[config.mk]
export PLATFORM = sky130hd
export DESIGN_NAME = rc4_stream_cipher_core_flat
export DESIGN_NICKNAME = d
export VERILOG_FILES = /design/src/rtl/rc4_pkg.sv /design/src/rtl/rc4_in_if.sv /design/src/rtl/rc4_out_if.sv /design/src/rtl/rc4_stream_cipher_core.sv /design/src/rtl/rc4_ram.sv /design/src/rtl/rc4_datapath.sv /design/src/rtl/rc4_ctrl.sv /design/src/flat_wrapper.sv
export SDC_FILE = /design/constraint.sdc
export NUM_CORES = 2
export LEC_CHECK = 0
export BUFFER_PORTS_ARGS = -buffer_cell sky130_fd_sc_hd__clkbuf_2
export CELL_PAD_IN_SITES_DETAIL_PLACEMENT = 1
export CELL_PAD_IN_SITES_GLOBAL_PLACEMENT = 1
export CORE_ASPECT_RATIO = 1.75
export CORE_UTILIZATION = 55
export DETAILED_ROUTE_END_ITERATION = 12
export HOLD_SLACK_MARGIN = 0.08
export PLACE_DENSITY = 0.84
export SYNTH_ARGS = -nofsm -noshare
export SYNTH_HDL_FRONTEND = slang
export SYNTH_MEMORY_MAX_BITS = 65536
export SYNTH_SLANG_ARGS = --single-unit
[constraint.sdc]
create_clock -name i_clk -period 30 [get_ports i_clk]
set_input_delay 6 -clock i_clk [delete_from_list [all_inputs] [get_ports i_clk]]
set_output_delay 6 -clock i_clk [all_outputs]
set_load 0.02 [all_outputs]
[src/rtl/rc4_pkg.sv]
`timescale 1ns / 1ps

package rc4_pkg;

    // Sizes of the largest configuration the core supports.
    localparam int MAX_WORD_BITS = 8;
    localparam int MAX_KEY_WORDS = 256;
    localparam int WORD_W        = MAX_WORD_BITS;
    localparam int TABLE_DEPTH   = 1 << MAX_WORD_BITS;
    localparam int KEY_AW        = $clog2(MAX_KEY_WORDS);
    localparam int WBITS_W       = 4;
    localparam int KLEN_W        = 9;
    localparam int MODE_W        = 2;
    localparam int CFG_IDX_W     = 1;
    localparam int CFG_DATA_W    = 9;
    localparam int OP_W          = 4;

    // Configuration register indexes.
    localparam logic [CFG_IDX_W-1:0] CFG_WORD_BITS  = 1'b0;
    localparam logic [CFG_IDX_W-1:0] CFG_KEY_LENGTH = 1'b1;

    // Reset values of the configuration registers.
    localparam logic [WBITS_W-1:0] WORD_BITS_RST  = 4'd8;
    localparam logic [KLEN_W-1:0]  KEY_LENGTH_RST = 9'd16;

    // Request modes carried by an input word.
    localparam logic [MODE_W-1:0] MODE_KEY_LOAD = 2'd0;
    localparam logic [MODE_W-1:0] MODE_SCHEDULE = 2'd1;
    localparam logic [MODE_W-1:0] MODE_GENERATE = 2'd2;

    // Datapath operations issued by the controller, one per cycle.
    typedef logic [OP_W-1:0] t_dp_op;
    localparam t_dp_op OP_IDLE    = 4'd0;
    localparam t_dp_op OP_KS_INIT = 4'd1;
    localparam t_dp_op OP_KS_RD   = 4'd2;
    localparam t_dp_op OP_KS_J    = 4'd3;
    localparam t_dp_op OP_KS_WI   = 4'd4;
    localparam t_dp_op OP_KS_WJ   = 4'd5;
    localparam t_dp_op OP_GEN_J   = 4'd6;
    localparam t_dp_op OP_GEN_T   = 4'd7;
    localparam t_dp_op OP_GEN_K   = 4'd8;
    localparam t_dp_op OP_HOLD    = 4'd9;

    typedef struct packed {
        logic [MODE_W-1:0] mode;
        logic [KEY_AW-1:0] key_index;
        logic [WORD_W-1:0] key_word;
        logic [WORD_W-1:0] data_word;
    } t_in_word;

    typedef struct packed {
        t_dp_op op;
        logic   accept;
    } t_dp_cmd;

    typedef struct packed {
        logic ks_last;
        logic out_free;
    } t_dp_status;

    // Word width clamped to the supported range.
    function automatic logic [WBITS_W-1:0] eff_word_bits(input logic [WBITS_W-1:0] wb);
        logic [WBITS_W-1:0] r;
        if (wb == '0) begin
            r = WBITS_W'(1);
        end else if (wb > WBITS_W'(MAX_WORD_BITS)) begin
            r = WBITS_W'(MAX_WORD_BITS);
        end else begin
            r = wb;
        end
        return r;
    endfunction

    // Mask with the low word-width bits set.
    function automatic logic [WORD_W-1:0] word_mask(input logic [WBITS_W-1:0] wb);
        logic [WBITS_W-1:0] eb;
        eb = eff_word_bits(wb);
        return {WORD_W{1'b1}} >> (WBITS_W'(WORD_W) - eb);
    endfunction

    // Key length clamped to the supported range.
    function automatic logic [KLEN_W-1:0] eff_key_len(input logic [KLEN_W-1:0] kl);
        logic [KLEN_W-1:0] r;
        if (kl == '0) begin
            r = KLEN_W'(1);
        end else if (kl > KLEN_W'(MAX_KEY_WORDS)) begin
            r = KLEN_W'(MAX_KEY_WORDS);
        end else begin
            r = kl;
        end
        return r;
    endfunction

endpackage

[src/rtl/rc4_in_if.sv]
`timescale 1ns / 1ps

interface rc4_in_if;
    import rc4_pkg::*;

    logic              valid;
    logic              ready;
    logic [MODE_W-1:0] mode;
    logic [KEY_AW-1:0] key_index;
    logic [WORD_W-1:0] key_word;
    logic [WORD_W-1:0] data_word;

    modport source (output valid, mode, key_index, key_word, data_word, input ready);
    modport sink   (input valid, mode, key_index, key_word, data_word, output ready);
endinterface

[src/rtl/rc4_out_if.sv]
`timescale 1ns / 1ps

interface rc4_out_if;
    import rc4_pkg::*;

    logic              valid;
    logic              ready;
    logic [WORD_W-1:0] keystream_word;
    logic [WORD_W-1:0] data_out;

    modport source (output valid, keystream_word, data_out, input ready);
    modport sink   (input valid, keystream_word, data_out, output ready);
endinterface

[src/rtl/rc4_stream_cipher_core.sv]
`timescale 1ns / 1ps

// Channel   Direction  Words carried
// i_in_ch   in         mode, key_index, key_word, data_word
// o_out_ch  out        keystream_word, data_out (generate requests only)
// cfg       in         i_cfg_we / i_cfg_idx / i_cfg_data, write only
//
// A key load or an unused mode leaves the controller idle; a generate is paced
// by the three dependent reads and the two writes on the one table port.
// A key schedule first writes each entry once to set the identity, then
// takes each entry through read, read, write, write.
// Reset is synchronous and clears the controller, the generator pointers and
// the output slot; the table and key store hold whatever was last written.
// A result waiting in the output register does not stop new requests; a
// generate finishing behind it waits until that word is taken.

module rc4_stream_cipher_core
    import rc4_pkg::*;
(
    input  logic                  i_clk,
    input  logic                  i_rst_n,
    input  logic                  i_cfg_we,
    input  logic [CFG_IDX_W-1:0]  i_cfg_idx,
    input  logic [CFG_DATA_W-1:0] i_cfg_data,
    rc4_in_if.sink                i_in_ch,
    rc4_out_if.source             o_out_ch
);

    t_in_word   w_in_word;
    t_dp_cmd    w_cmd;
    t_dp_status w_status;
    logic       w_in_ready;

    assign w_in_word.mode      = i_in_ch.mode;
    assign w_in_word.key_index = i_in_ch.key_index;
    assign w_in_word.key_word  = i_in_ch.key_word;
    assign w_in_word.data_word = i_in_ch.data_word;
    assign i_in_ch.ready       = w_in_ready;

    // Sequencer.
    rc4_ctrl u_ctrl (
        .i_clk      (i_clk),
        .i_rst_n    (i_rst_n),
        .i_in_valid (i_in_ch.valid),
        .i_in_mode  (i_in_ch.mode),
        .i_status   (w_status),
        .o_in_ready (w_in_ready),
        .o_cmd      (w_cmd)
    );

    // Tables, pointers and output slot.
    rc4_datapath u_datapath (
        .i_clk      (i_clk),
        .i_rst_n    (i_rst_n),
        .i_cfg_we   (i_cfg_we),
        .i_cfg_idx  (i_cfg_idx),
        .i_cfg_data (i_cfg_data),
        .i_in_word  (w_in_word),
        .i_cmd      (w_cmd),
        .o_status   (w_status),
        .o_out_ch   (o_out_ch)
    );

endmodule

[src/rtl/rc4_ram.sv]
`timescale 1ns / 1ps

module rc4_ram #(
    parameter int DATA_W = 8,
    parameter int DEPTH  = 256
) (
    input  logic                     i_clk,
    input  logic                     i_we,
    input  logic [$clog2(DEPTH)-1:0] i_waddr,
    input  logic [DATA_W-1:0]        i_wdata,
    input  logic [$clog2(DEPTH)-1:0] i_raddr,
    output logic [DATA_W-1:0]        o_rdata
);

    logic [DATA_W-1:0] r_mem [DEPTH];
    logic [DATA_W-1:0] r_rdata;

    // One write port and one registered read port; a read of the address
    // being written returns the old contents.
    always_ff @(posedge i_clk) begin
        if (i_we) begin
            r_mem[i_waddr] <= i_wdata;
        end
        r_rdata <= r_mem[i_raddr];
    end

    assign o_rdata = r_rdata;

endmodule

[src/rtl/rc4_datapath.sv]
`timescale 1ns / 1ps

module rc4_datapath
    import rc4_pkg::*;
(
    input  logic                  i_clk,
    input  logic                  i_rst_n,
    input  logic                  i_cfg_we,
    input  logic [CFG_IDX_W-1:0]  i_cfg_idx,
    input  logic [CFG_DATA_W-1:0] i_cfg_data,
    input  t_in_word              i_in_word,
    input  t_dp_cmd               i_cmd,
    output t_dp_status            o_status,
    rc4_out_if.source             o_out_ch
);

    logic [WBITS_W-1:0] r_word_bits;
    logic [KLEN_W-1:0]  r_key_length;
    logic [WORD_W-1:0]  w_mask;
    logic [KLEN_W-1:0]  w_klen;

    t_in_word           r_in;
    logic [WORD_W-1:0]  r_gen_i;
    logic [WORD_W-1:0]  r_gen_j;
    logic [WORD_W-1:0]  r_c;
    logic [KEY_AW-1:0]  r_ki;
    logic [WORD_W-1:0]  r_i;
    logic [WORD_W-1:0]  r_j;
    logic [WORD_W-1:0]  r_t;
    logic [WORD_W-1:0]  r_si;
    logic [WORD_W-1:0]  r_sj;
    logic [WORD_W-1:0]  r_k;
    logic               r_out_valid;
    logic [WORD_W-1:0]  r_out_ks;
    logic [WORD_W-1:0]  r_out_data;

    logic               perm_we;
    logic [WORD_W-1:0]  perm_waddr;
    logic [WORD_W-1:0]  perm_wdata;
    logic [WORD_W-1:0]  perm_raddr;
    logic [WORD_W-1:0]  perm_rdata;
    logic               key_we;
    logic [WORD_W-1:0]  key_rdata;

    logic [WORD_W-1:0]  w_next_i;
    logic [WORD_W-1:0]  w_ks_j;
    logic [WORD_W-1:0]  w_gen_j;
    logic [WORD_W-1:0]  w_t;
    logic [WORD_W-1:0]  w_k_raw;
    logic [WORD_W-1:0]  w_k;
    logic               w_ks_last;
    logic               w_ki_wrap;
    logic               w_out_free;
    logic               w_out_load;

    // Configuration registers.
    always_ff @(posedge i_clk) begin
        if (!i_rst_n) begin
            r_word_bits  <= WORD_BITS_RST;
            r_key_length <= KEY_LENGTH_RST;
        end else if (i_cfg_we) begin
            unique case (i_cfg_idx)
                CFG_WORD_BITS:  r_word_bits  <= i_cfg_data[WBITS_W-1:0];
                CFG_KEY_LENGTH: r_key_length <= i_cfg_data[KLEN_W-1:0];
                default: ;
            endcase
        end
    end

    assign w_mask = word_mask(r_word_bits);
    assign w_klen = eff_key_len(r_key_length);

    // Permutation table and key store.
    rc4_ram #(.DATA_W(WORD_W), .DEPTH(TABLE_DEPTH)) u_perm_ram (
        .i_clk   (i_clk),
        .i_we    (perm_we),
        .i_waddr (perm_waddr),
        .i_wdata (perm_wdata),
        .i_raddr (perm_raddr),
        .o_rdata (perm_rdata)
    );

    rc4_ram #(.DATA_W(WORD_W), .DEPTH(MAX_KEY_WORDS)) u_key_ram (
        .i_clk   (i_clk),
        .i_we    (key_we),
        .i_waddr (i_in_word.key_index),
        .i_wdata (i_in_word.key_word & w_mask),
        .i_raddr (r_ki),
        .o_rdata (key_rdata)
    );

    assign key_we = i_cmd.accept && (i_in_word.mode == MODE_KEY_LOAD);

    // Pointer arithmetic, all wrapping at the current word width.
    assign w_next_i = (r_gen_i + WORD_W'(1)) & w_mask;
    assign w_ks_j   = (r_j + (perm_rdata & w_mask) + (key_rdata & w_mask)) & w_mask;
    assign w_gen_j  = (r_gen_j + (perm_rdata & w_mask)) & w_mask;
    assign w_t      = ((r_si & w_mask) + (perm_rdata & w_mask)) & w_mask;

    // The keystream read is issued while entry i is written and before entry j
    // is written, so hits on either swapped entry are forwarded.
    always_comb begin
        if (r_t == r_j) begin
            w_k_raw = r_si;
        end else if (r_t == r_i) begin
            w_k_raw = r_sj;
        end else begin
            w_k_raw = perm_rdata;
        end
    end
    assign w_k = w_k_raw & w_mask;

    assign w_ks_last  = (r_c == w_mask);
    assign w_ki_wrap  = ({1'b0, r_ki} == (w_klen - KLEN_W'(1)));
    assign w_out_free = !r_out_valid || o_out_ch.ready;
    assign w_out_load = w_out_free
                        && ((i_cmd.op == OP_GEN_K) || (i_cmd.op == OP_HOLD));

    // Table port control for each operation.
    always_comb begin
        perm_we    = 1'b0;
        perm_waddr = r_c;
        perm_wdata = r_c;
        perm_raddr = w_next_i;
        unique case (i_cmd.op)
            OP_IDLE: begin
                perm_raddr = w_next_i;
            end
            OP_KS_INIT: begin
                perm_we    = 1'b1;
                perm_waddr = r_c;
                perm_wdata = r_c;
            end
            OP_KS_RD: begin
                perm_raddr = r_c;
            end
            OP_KS_J: begin
                perm_raddr = w_ks_j;
            end
            OP_KS_WI: begin
                perm_we    = 1'b1;
                perm_waddr = r_c;
                perm_wdata = perm_rdata;
            end
            OP_KS_WJ: begin
                perm_we    = 1'b1;
                perm_waddr = r_j;
                perm_wdata = r_si;
            end
            OP_GEN_J: begin
                perm_raddr = w_gen_j;
            end
            OP_GEN_T: begin
                perm_we    = 1'b1;
                perm_waddr = r_i;
                perm_wdata = perm_rdata;
                perm_raddr = w_t;
            end
            OP_GEN_K: begin
                perm_we    = 1'b1;
                perm_waddr = r_j;
                perm_wdata = r_si;
            end
            default: ;
        endcase
    end

    // Working registers of the key schedule and the generator.
    always_ff @(posedge i_clk) begin
        if (!i_rst_n) begin
            r_gen_i <= '0;
            r_gen_j <= '0;
        end else begin
            if (i_cmd.op == OP_KS_WJ && w_ks_last) begin
                r_gen_i <= '0;
                r_gen_j <= '0;
            end else if (i_cmd.op == OP_GEN_K) begin
                r_gen_i <= r_i;
                r_gen_j <= r_j;
            end
        end
    end

    always_ff @(posedge i_clk) begin
        if (i_cmd.accept) begin
            r_in <= i_in_word;
            r_c  <= '0;
            r_ki <= '0;
            r_j  <= '0;
        end else begin
            unique case (i_cmd.op)
                OP_KS_INIT: begin
                    r_c <= (r_c + WORD_W'(1)) & w_mask;
                end
                OP_KS_J: begin
                    r_j  <= w_ks_j;
                    r_si <= perm_rdata;
                end
                OP_KS_WJ: begin
                    r_c  <= (r_c + WORD_W'(1)) & w_mask;
                    r_ki <= w_ki_wrap ? '0 : r_ki + KEY_AW'(1);
                end
                OP_GEN_J: begin
                    r_i  <= w_next_i;
                    r_j  <= w_gen_j;
                    r_si <= perm_rdata;
                end
                OP_GEN_T: begin
                    r_sj <= perm_rdata;
                    r_t  <= w_t;
                end
                OP_GEN_K: begin
                    r_k <= w_k;
                end
                default: ;
            endcase
        end
    end

    // Output register: loaded when the slot is free, cleared when taken.
    always_ff @(posedge i_clk) begin
        if (!i_rst_n) begin
            r_out_valid <= 1'b0;
        end else if (w_out_load) begin
            r_out_valid <= 1'b1;
        end else if (o_out_ch.ready) begin
            r_out_valid <= 1'b0;
        end
    end

    always_ff @(posedge i_clk) begin
        if (w_out_load) begin
            if (i_cmd.op == OP_GEN_K) begin
                r_out_ks   <= w_k;
                r_out_data <= (r_in.data_word & w_mask) ^ w_k;
            end else begin
                r_out_ks   <= r_k;
                r_out_data <= (r_in.data_word & w_mask) ^ r_k;
            end
        end
    end

    assign o_out_ch.valid          = r_out_valid;
    assign o_out_ch.keystream_word = r_out_ks;
    assign o_out_ch.data_out       = r_out_data;

    assign o_status.ks_last  = w_ks_last;
    assign o_status.out_free = w_out_free;

endmodule

[src/rtl/rc4_ctrl.sv]
`timescale 1ns / 1ps

module rc4_ctrl
    import rc4_pkg::*;
(
    input  logic              i_clk,
    input  logic              i_rst_n,
    input  logic              i_in_valid,
    input  logic [MODE_W-1:0] i_in_mode,
    input  t_dp_status        i_status,
    output logic              o_in_ready,
    output t_dp_cmd           o_cmd
);

    localparam logic [3:0] ST_IDLE    = 4'd0;
    localparam logic [3:0] ST_KS_INIT = 4'd1;
    localparam logic [3:0] ST_KS_RD   = 4'd2;
    localparam logic [3:0] ST_KS_J    = 4'd3;
    localparam logic [3:0] ST_KS_WI   = 4'd4;
    localparam logic [3:0] ST_KS_WJ   = 4'd5;
    localparam logic [3:0] ST_GEN_J   = 4'd6;
    localparam logic [3:0] ST_GEN_T   = 4'd7;
    localparam logic [3:0] ST_GEN_K   = 4'd8;
    localparam logic [3:0] ST_HOLD    = 4'd9;

    logic [3:0] r_state;
    logic [3:0] n_state;
    logic       w_accept;

    assign o_in_ready = (r_state == ST_IDLE);
    assign w_accept   = i_in_valid && o_in_ready;

    // Next state.
    always_comb begin
        n_state = r_state;
        unique case (r_state)
            ST_IDLE: begin
                if (w_accept) begin
                    case (i_in_mode)
                        MODE_SCHEDULE: n_state = ST_KS_INIT;
                        MODE_GENERATE: n_state = ST_GEN_J;
                        default:       n_state = ST_IDLE;
                    endcase
                end
            end
            ST_KS_INIT: n_state = i_status.ks_last ? ST_KS_RD : ST_KS_INIT;
            ST_KS_RD:   n_state = ST_KS_J;
            ST_KS_J:    n_state = ST_KS_WI;
            ST_KS_WI:   n_state = ST_KS_WJ;
            ST_KS_WJ:   n_state = i_status.ks_last ? ST_IDLE : ST_KS_RD;
            ST_GEN_J:   n_state = ST_GEN_T;
            ST_GEN_T:   n_state = ST_GEN_K;
            ST_GEN_K:   n_state = i_status.out_free ? ST_IDLE : ST_HOLD;
            ST_HOLD:    n_state = i_status.out_free ? ST_IDLE : ST_HOLD;
            default:    n_state = ST_IDLE;
        endcase
    end

    always_ff @(posedge i_clk) begin
        if (!i_rst_n) begin
            r_state <= ST_IDLE;
        end else begin
            r_state <= n_state;
        end
    end

    // Operation issued to the datapath in each state.
    always_comb begin
        o_cmd.accept = w_accept;
        unique case (r_state)
            ST_KS_INIT: o_cmd.op = OP_KS_INIT;
            ST_KS_RD:   o_cmd.op = OP_KS_RD;
            ST_KS_J:    o_cmd.op = OP_KS_J;
            ST_KS_WI:   o_cmd.op = OP_KS_WI;
            ST_KS_WJ:   o_cmd.op = OP_KS_WJ;
            ST_GEN_J:   o_cmd.op = OP_GEN_J;
            ST_GEN_T:   o_cmd.op = OP_GEN_T;
            ST_GEN_K:   o_cmd.op = OP_GEN_K;
            ST_HOLD:    o_cmd.op = OP_HOLD;
            default:    o_cmd.op = OP_IDLE;
        endcase
    end

endmodule

[src/flat_wrapper.sv]
// flat-port wrapper written by rule: the top's interface ports become plain ports
module rc4_stream_cipher_core_flat import rc4_pkg::*;
  (i_clk, i_rst_n, i_cfg_we, i_cfg_idx, i_cfg_data, i_in_ch_valid, i_in_ch_mode, i_in_ch_key_index, i_in_ch_key_word, i_in_ch_data_word, i_in_ch_ready, o_out_ch_valid, o_out_ch_keystream_word, o_out_ch_data_out, o_out_ch_ready);
  rc4_in_if i_in_ch_i ();
  rc4_out_if o_out_ch_i ();
  input  logic i_clk;
  input  logic i_rst_n;
  input  logic i_cfg_we;
  input  logic [CFG_IDX_W-1:0] i_cfg_idx;
  input  logic [CFG_DATA_W-1:0] i_cfg_data;
  input wire logic [$bits(i_in_ch_i.valid)-1:0] i_in_ch_valid;
  input wire logic [$bits(i_in_ch_i.mode)-1:0] i_in_ch_mode;
  input wire logic [$bits(i_in_ch_i.key_index)-1:0] i_in_ch_key_index;
  input wire logic [$bits(i_in_ch_i.key_word)-1:0] i_in_ch_key_word;
  input wire logic [$bits(i_in_ch_i.data_word)-1:0] i_in_ch_data_word;
  output wire logic [$bits(i_in_ch_i.ready)-1:0] i_in_ch_ready;
  output wire logic [$bits(o_out_ch_i.valid)-1:0] o_out_ch_valid;
  output wire logic [$bits(o_out_ch_i.keystream_word)-1:0] o_out_ch_keystream_word;
  output wire logic [$bits(o_out_ch_i.data_out)-1:0] o_out_ch_data_out;
  input wire logic [$bits(o_out_ch_i.ready)-1:0] o_out_ch_ready;
  assign i_in_ch_i.valid = i_in_ch_valid;
  assign i_in_ch_i.mode = i_in_ch_mode;
  assign i_in_ch_i.key_index = i_in_ch_key_index;
  assign i_in_ch_i.key_word = i_in_ch_key_word;
  assign i_in_ch_i.data_word = i_in_ch_data_word;
  assign i_in_ch_ready = i_in_ch_i.ready;
  assign o_out_ch_valid = o_out_ch_i.valid;
  assign o_out_ch_keystream_word = o_out_ch_i.keystream_word;
  assign o_out_ch_data_out = o_out_ch_i.data_out;
  assign o_out_ch_i.ready = o_out_ch_ready;
  rc4_stream_cipher_core u_core (.i_clk(i_clk), .i_rst_n(i_rst_n), .i_cfg_we(i_cfg_we), .i_cfg_idx(i_cfg_idx), .i_cfg_data(i_cfg_data), .i_in_ch(i_in_ch_i), .o_out_ch(o_out_ch_i));
endmodule
Word-level counts from Yosys, hierarchy flattened. Memory sizes are Yosys's and may differ from the RTL's. A register that Yosys moved wholly into a read port is not among the register bits. Cells that the tools add are included. W data, S select, Z words.

Flip-flop bits (word level): 122. RAM bits: 4096. Memory bits (read-only): 64. Bits of input ports: 41. Word-level logic and storage cells: 126. Memories kept: 3.

Memory list: u_core.u_datapath.u_key_ram.r_mem (words 256, width 8, rd ports 1, clocked after Yosys merged registers in 1, write ports 1, line rc4_ram.sv:15) `logic [DATA_W-1:0] r_mem [DEPTH];`; u_core.u_datapath.u_perm_ram.r_mem (words 256, width 8, rd ports 1, clocked after Yosys merged registers in 1, write ports 1, line rc4_ram.sv:15); (name not given) (words 16, width 4, rd ports 1, clocked after Yosys merged registers in 1, write ports 0, line rc4_ctrl.sv:70) `unique case (r_state)`.

$add $sub $neg: 9. $lt $le $gt $ge: 2. Equality and inequality tests: 25. Shifts and indexed selects: 1. Mux-type cells: 28. Bitwise operators: 16. Reductions and logical operators: 25.

Operators with widths (number): $and A8 B8 Y8 (11); $pmux W8 S2 (3); $mux W8 (5); $pmux W4 S9 (1); $add A8 B8 Y8 (4); $eq A4 B3 Y1 const B (8); $pmux W8 S4 (1); $add A8 B1 Y8 const B (3); $eq A8 B8 Y1 (3); $mux W4 (6); $mux W9 (2); $eq A4 B2 Y1 const B (4); $eq A4 B4 Y1 const B (4); $xor A8 B8 Y8 (2); $reduce_or A2 Y1 (6); $reduce_and A2 Y1 (5); $eq A8 B9 Y1 (1); $gt A9 B9 Y1 const B (1); $logic_not A9 Y1 (1); $sub A9 B1 Y9 const B (1); $eq A4 B1 Y1 const B (2); $logic_not A4 Y1 (2); $shr A8 B4 Y8 const A (1); $mux W1 (7); 14 further kinds (22).

Depth between registers and ports, before layout.
Depth in word-level cells: 10. Gate-level depth with buffers: 28.

Hierarchy. A second synthesis with hierarchy kept.

Cells, all modules: 8321. Area, all modules: 166935.1 um2.

Modules (own cells, without submodules): rc4_ram (instances 2, cells each 3733, area an instance 79556.3 um2, sequential area each 61659.1 um2); rc4_datapath (instances 1, cells each 815, area an instance 7429.6 um2, sequential area each 3002.9 um2); rc4_ctrl (instances 1, cells each 40, area an instance 392.9 um2, sequential area each 160.2 um2).

Worst setup path before layout. OpenSTA, ideal clock, no wires.

Kind: input port to flip-flop. Start point: in i_in_ch_key_word[1]. End point: mem u_core.u_datapath.u_key_ram.r_mem[0][1] (data pin). Arrival time: 12145 ps. Data required time: 28541 ps. Setup slack: 16396 ps. Stages: 1. Buffers on the path: 0. Path through: nor2b_1.

Longest elaborated chain between the ends: 1.

Ends and longest elaborated chain: start: declaration (line flat_wrapper.sv:14) `input wire logic [$bits(i_in_ch_i.key_word)-1:0] i_in_ch_key_word;`; $and A8 B8 Y8 (line rc4_datapath.sv:87) `.i_wdata (i_in_word.key_word & w_mask),`; end: declaration (line rc4_ram.sv:15).

No other way between the ends.

Final worst setup path.
Start point: in i_in_ch_valid. End point: mem u_core.u_datapath.u_key_ram.r_mem[220][6] (enable).

Longest elaborated chain between the ends: 4.

Ends and longest elaborated chain: start: declaration (line flat_wrapper.sv:11) `input wire logic [$bits(i_in_ch_i.valid)-1:0] i_in_ch_valid;`; $logic_and A1 B1 Y1 (line rc4_ctrl.sv:31) `assign w_accept = i_in_valid && o_in_ready;`; $logic_and A1 B1 Y1 (line rc4_datapath.sv:92) `assign key_we = i_cmd.accept && (i_in_word.mode == MODE_KEY_LOAD);`; $mux W1 (line rc4_ram.sv:21) `if (i_we) begin`; $mux W1 (implied by the code) (line rc4_ram.sv:22) `r_mem[i_waddr] <= i_wdata;`.

No other way between the ends.

==> results_dict.tcl <==
set metrics [dict create \
    finalCritPeriodShare 0.341 \
    syn_inst 10700 \
    finalHoldViolations 0 \
    synthesis.area_um2 169000 \
    ctsResizeCount 0 \
    io_buffers 58 \
    violations "capacitance limit, slew limit" \
    critPathMaxStageDelay_ps 1130 \
    rows 269 \
    hp-class "flip-flop to flip-flop" \
    crit_start "i_in_ch_valid" \
    period_needed_ps 10230 \
    routedWlPerCell_um 36.0 \
    critPathKind "input pin to flip-flop" \
    ctsLongestPathBuffers 4 \
    cts_buffers 365 \
    ios 59 \
    setup_tns_ps 0 \
    dp_hpwl_um 317000 \
    vias_per_cell 6.81 \
    clkSinkCount 4238 \
    cts-root-buf "clkbuf_16" \
    drc_errors 0 \
    routed_wl_um 540000 \
    cts_tree "done" \
    drive_above_1_share 0.144 \
    area_growth_pct 9.76 \
    synthMuxAreaShare 0.0913 \
    die_w_um 422 \
    final_common_cell "edfxtp_1" \
    grt.total_usage 0.345 \
    ys.flop_type "edfxtp_1" \
    combPwrFrac 0.148 \
    holdBufCountCts 0 \
    rsz0062_at_grt "false" \
    max_slew_margin -0.0105 \
    nets 10700 \
    crit_slowest_cell "nor3_2" \
    synthAdderAreaFrac 0.00298 \
    p_leak_nw 59.7 \
    final_core_util 0.606 \
    finalSetupViolations 0 \
    r2r-end "u_core.u_datapath.u_perm_ram.o_rdata[6]" \
    fp.coreArea_um2 307000 \
    clk_pin_slew_ps 60 \
    design.die.area_um2 310000 \
    yosys_warnings 0 \
    synthArstFlopShare 0 \
    ant_nets 0 \
    clock_skew_ps 86.1 \
    die-height_um 736 \
    final_cell_mix "edfxtp_1 (4160), nand2_1 (2220), nand3_1 (909)" \
    grt_pass1_vias 106000 \
    synth_edf_count 4160 \
    cap_viol_max_count 1 \
    seq_area_frac_synth 0.747 \
    min_to "u_core.u_datapath.r_gen_j[5]" \
    grt_overflow 0 \
    drtPass1Iterations 7 \
    hold_start "u_core.u_datapath.r_gen_j[5]" \
    postCtsSetupBuffers 0 \
    pwr-share-seq 0.489 \
    antenna_found_initial 13 \
    drtIter0Drc 12900 \
    synth_cell_types 89 \
    vdd_ir_drop_max_v 0.0000776 \
    synth_compound_area_frac 0.0313 \
    grt_pass1_wl_um 768000 \
    critPathTopFamily "simple AND/OR/NAND/NOR gates" \
    path_cells "clkbuf_2, nand2_1, nor3_2, nand2_1, nor2_1, buf_4, nand3_1, nor2_1" \
    status "complete, but fails checks" \
    fmax_mhz 97.8 \
    cp-end-kind "flip-flop" \
    p_int_mw 9.92 \
    r2r_cells 24 \
    r2r_start "u_core.u_datapath.r_word_bits[2]" \
    grt_max_degree 177 \
    initial_utilization 0.552 \
    synth_top_family_by_area "simple AND/OR/NAND/NOR gates" \
    synth-seq-cells 4238 \
    switching_share 0.278 \
    critPathMaxFanout 16 \
    reg.largest.list "u_core.u_datapath.u_key_ram.r_mem x2048, u_core.u_datapath.u_perm_ram.r_mem x2048, u_core.u_datapath.r_key_length x9" \
    synthXorXnorAreaFrac 0.00392 \
    insertion_delay_ps 970 \
    vias 102000 \
    switching_power_mw 3.82 \
    worst_slew_pin_slew_ps 1500 \
    cp.arrival_ps 10770 \
    place_congestion 0.948 \
    hold_depth 2 \
    pwr-share-clk 0.363 \
    syn-num-nets 10800 \
    cp-start-kind "input pin" \
    h-tree-depth 5 \
    power_density_nw_per_um2 73.9 \
    synth-simple-area-share 0.105 \
    r2r_slack_ps 20320 \
    avgSynthCellArea_um2 15.8 \
    worst-endpoint-required_ps 30550 \
    path_buf_inv 2 \
    finalMaxSlewViolations 2 \
]
[layout make-up]
type / instances / area [um2]
tap: 4065 / 5090
fill: 26800 / 121000
sequential: 4238 / 126000
clock inverter: 245 / 2700
inverter: 47 / 236
clock buffer: 421 / 9550
antenna: 13 / 32.5
multi-input combinational: 5706 / 40000
timing repair buffer: 240 / 1810
[power by group through the flow]
stage               clock network (mW)  logic [mW]  registers [mW]
global route                      5.15        2.12            6.72
floorplan                            0        1.21            6.85
global placement                     0        1.86            6.84
finish                            4.98        2.04            6.72
CTS                               5.00        1.99            6.72
detailed placement                   0        1.95            6.85
[cells by family (layout without fill, tap and decap cells)]
logic type	after synthesis	after routing
muxes	695	695
other	1	14
xor gates and xnor gates	75	75
buffers and inverters	757	953
AOI/OAI and AO/OA	726	726
and+or+nand+nor	4173	4173
DFF	4238	4238
adders and majority gates	36	36
[cell usage after synthesis, types with 7 or more instances]
cell	instances	area (um2)
o21ai_1	16	80.1
nor4_1	20	125
o31ai_1	30	225
dfxtp_1	78	1560
a31oi_1	163	1020
a21oi_1	92	460
mux2i_1	13	130
inv_1	46	173
buf_2	184	921
a211o_1	9	78.8
nand2_1	2220	8330
xnor2_1	35	307
o311ai_0	17	149
o21ai_0	21	105
o21a_1	7	52.6
and2_1	13	81.3
a21o_1	31	233
edfxtp_1	4160	125000
a22oi_1	37	278
a311oi_1	189	1660
nor2b_1	23	144
buf_4	19	143
or4_1	9	67.6
mux4_2	680	15300
fa_1	8	160
clkbuf_1	398	1490
buf_1	105	394
a21boi_0	8	60.1
xor2_1	39	342
and3_1	160	1000
nand4_1	37	231
a222oi_1	8	80.1
nor2_1	648	2430
ha_1	26	325
a211oi_1	47	353
nor3_1	58	290
or3_1	29	181
nand2b_1	13	81.3
nand3_1	916	4580
[stage by stage]
stage	power (mW)	setup WS [ps]	hold slack (ps)	instances	cell area (um2)
3_5_place_dp	8.80	18980	463	14300	174000
4_1_cts	13.7	19870	485	15000	186000
2_1_floorplan	8.06	16400	424	10700	169000
6_report	13.7	19770	483	15000	186000
5_1_grt	14.0	19800	500	15000	186000
3_3_place_gp	8.70	19070	449	14300	174000
[worst reg2reg max path, delay by kind of cell (launching register included)]
family / cells / cell delay (ps)
flip-flops: 1 / 420
adder cells (fa/ha/maj): 3 / 1530
buffers and inverters: 6 / 4090
AND/OR/NAND/NOR: 11 / 2420
AO/OA/AOI/OAI: 4 / 1150
[metal layers]
metal	GRT usage	vias up	wire (um)
li1	-	40700	-
met1	0.375	52300	168000
met2	0.592	6756	273000
met3	0.0517	2068	41600
met4	0.300	12	56700
met5	0	-	77
[worst max path at each step]
stage / endpoint / depth (start not counted) / slack, ps
global route: u_core.u_datapath.u_key_ram.r_mem[211][6] / 8 / 19800
CTS: u_core.u_datapath.u_key_ram.r_mem[220][6] / 8 / 19870
floorplan: u_core.u_datapath.u_key_ram.r_mem[0][1] / 1 / 16400
detailed placement: u_core.u_datapath.u_key_ram.r_mem[211][2] / 8 / 18980
finish: u_core.u_datapath.u_key_ram.r_mem[220][6] / 8 / 19770
global placement: u_core.u_datapath.u_key_ram.r_mem[210][0] / 8 / 19070
Power figures use the tool's default switching activity.
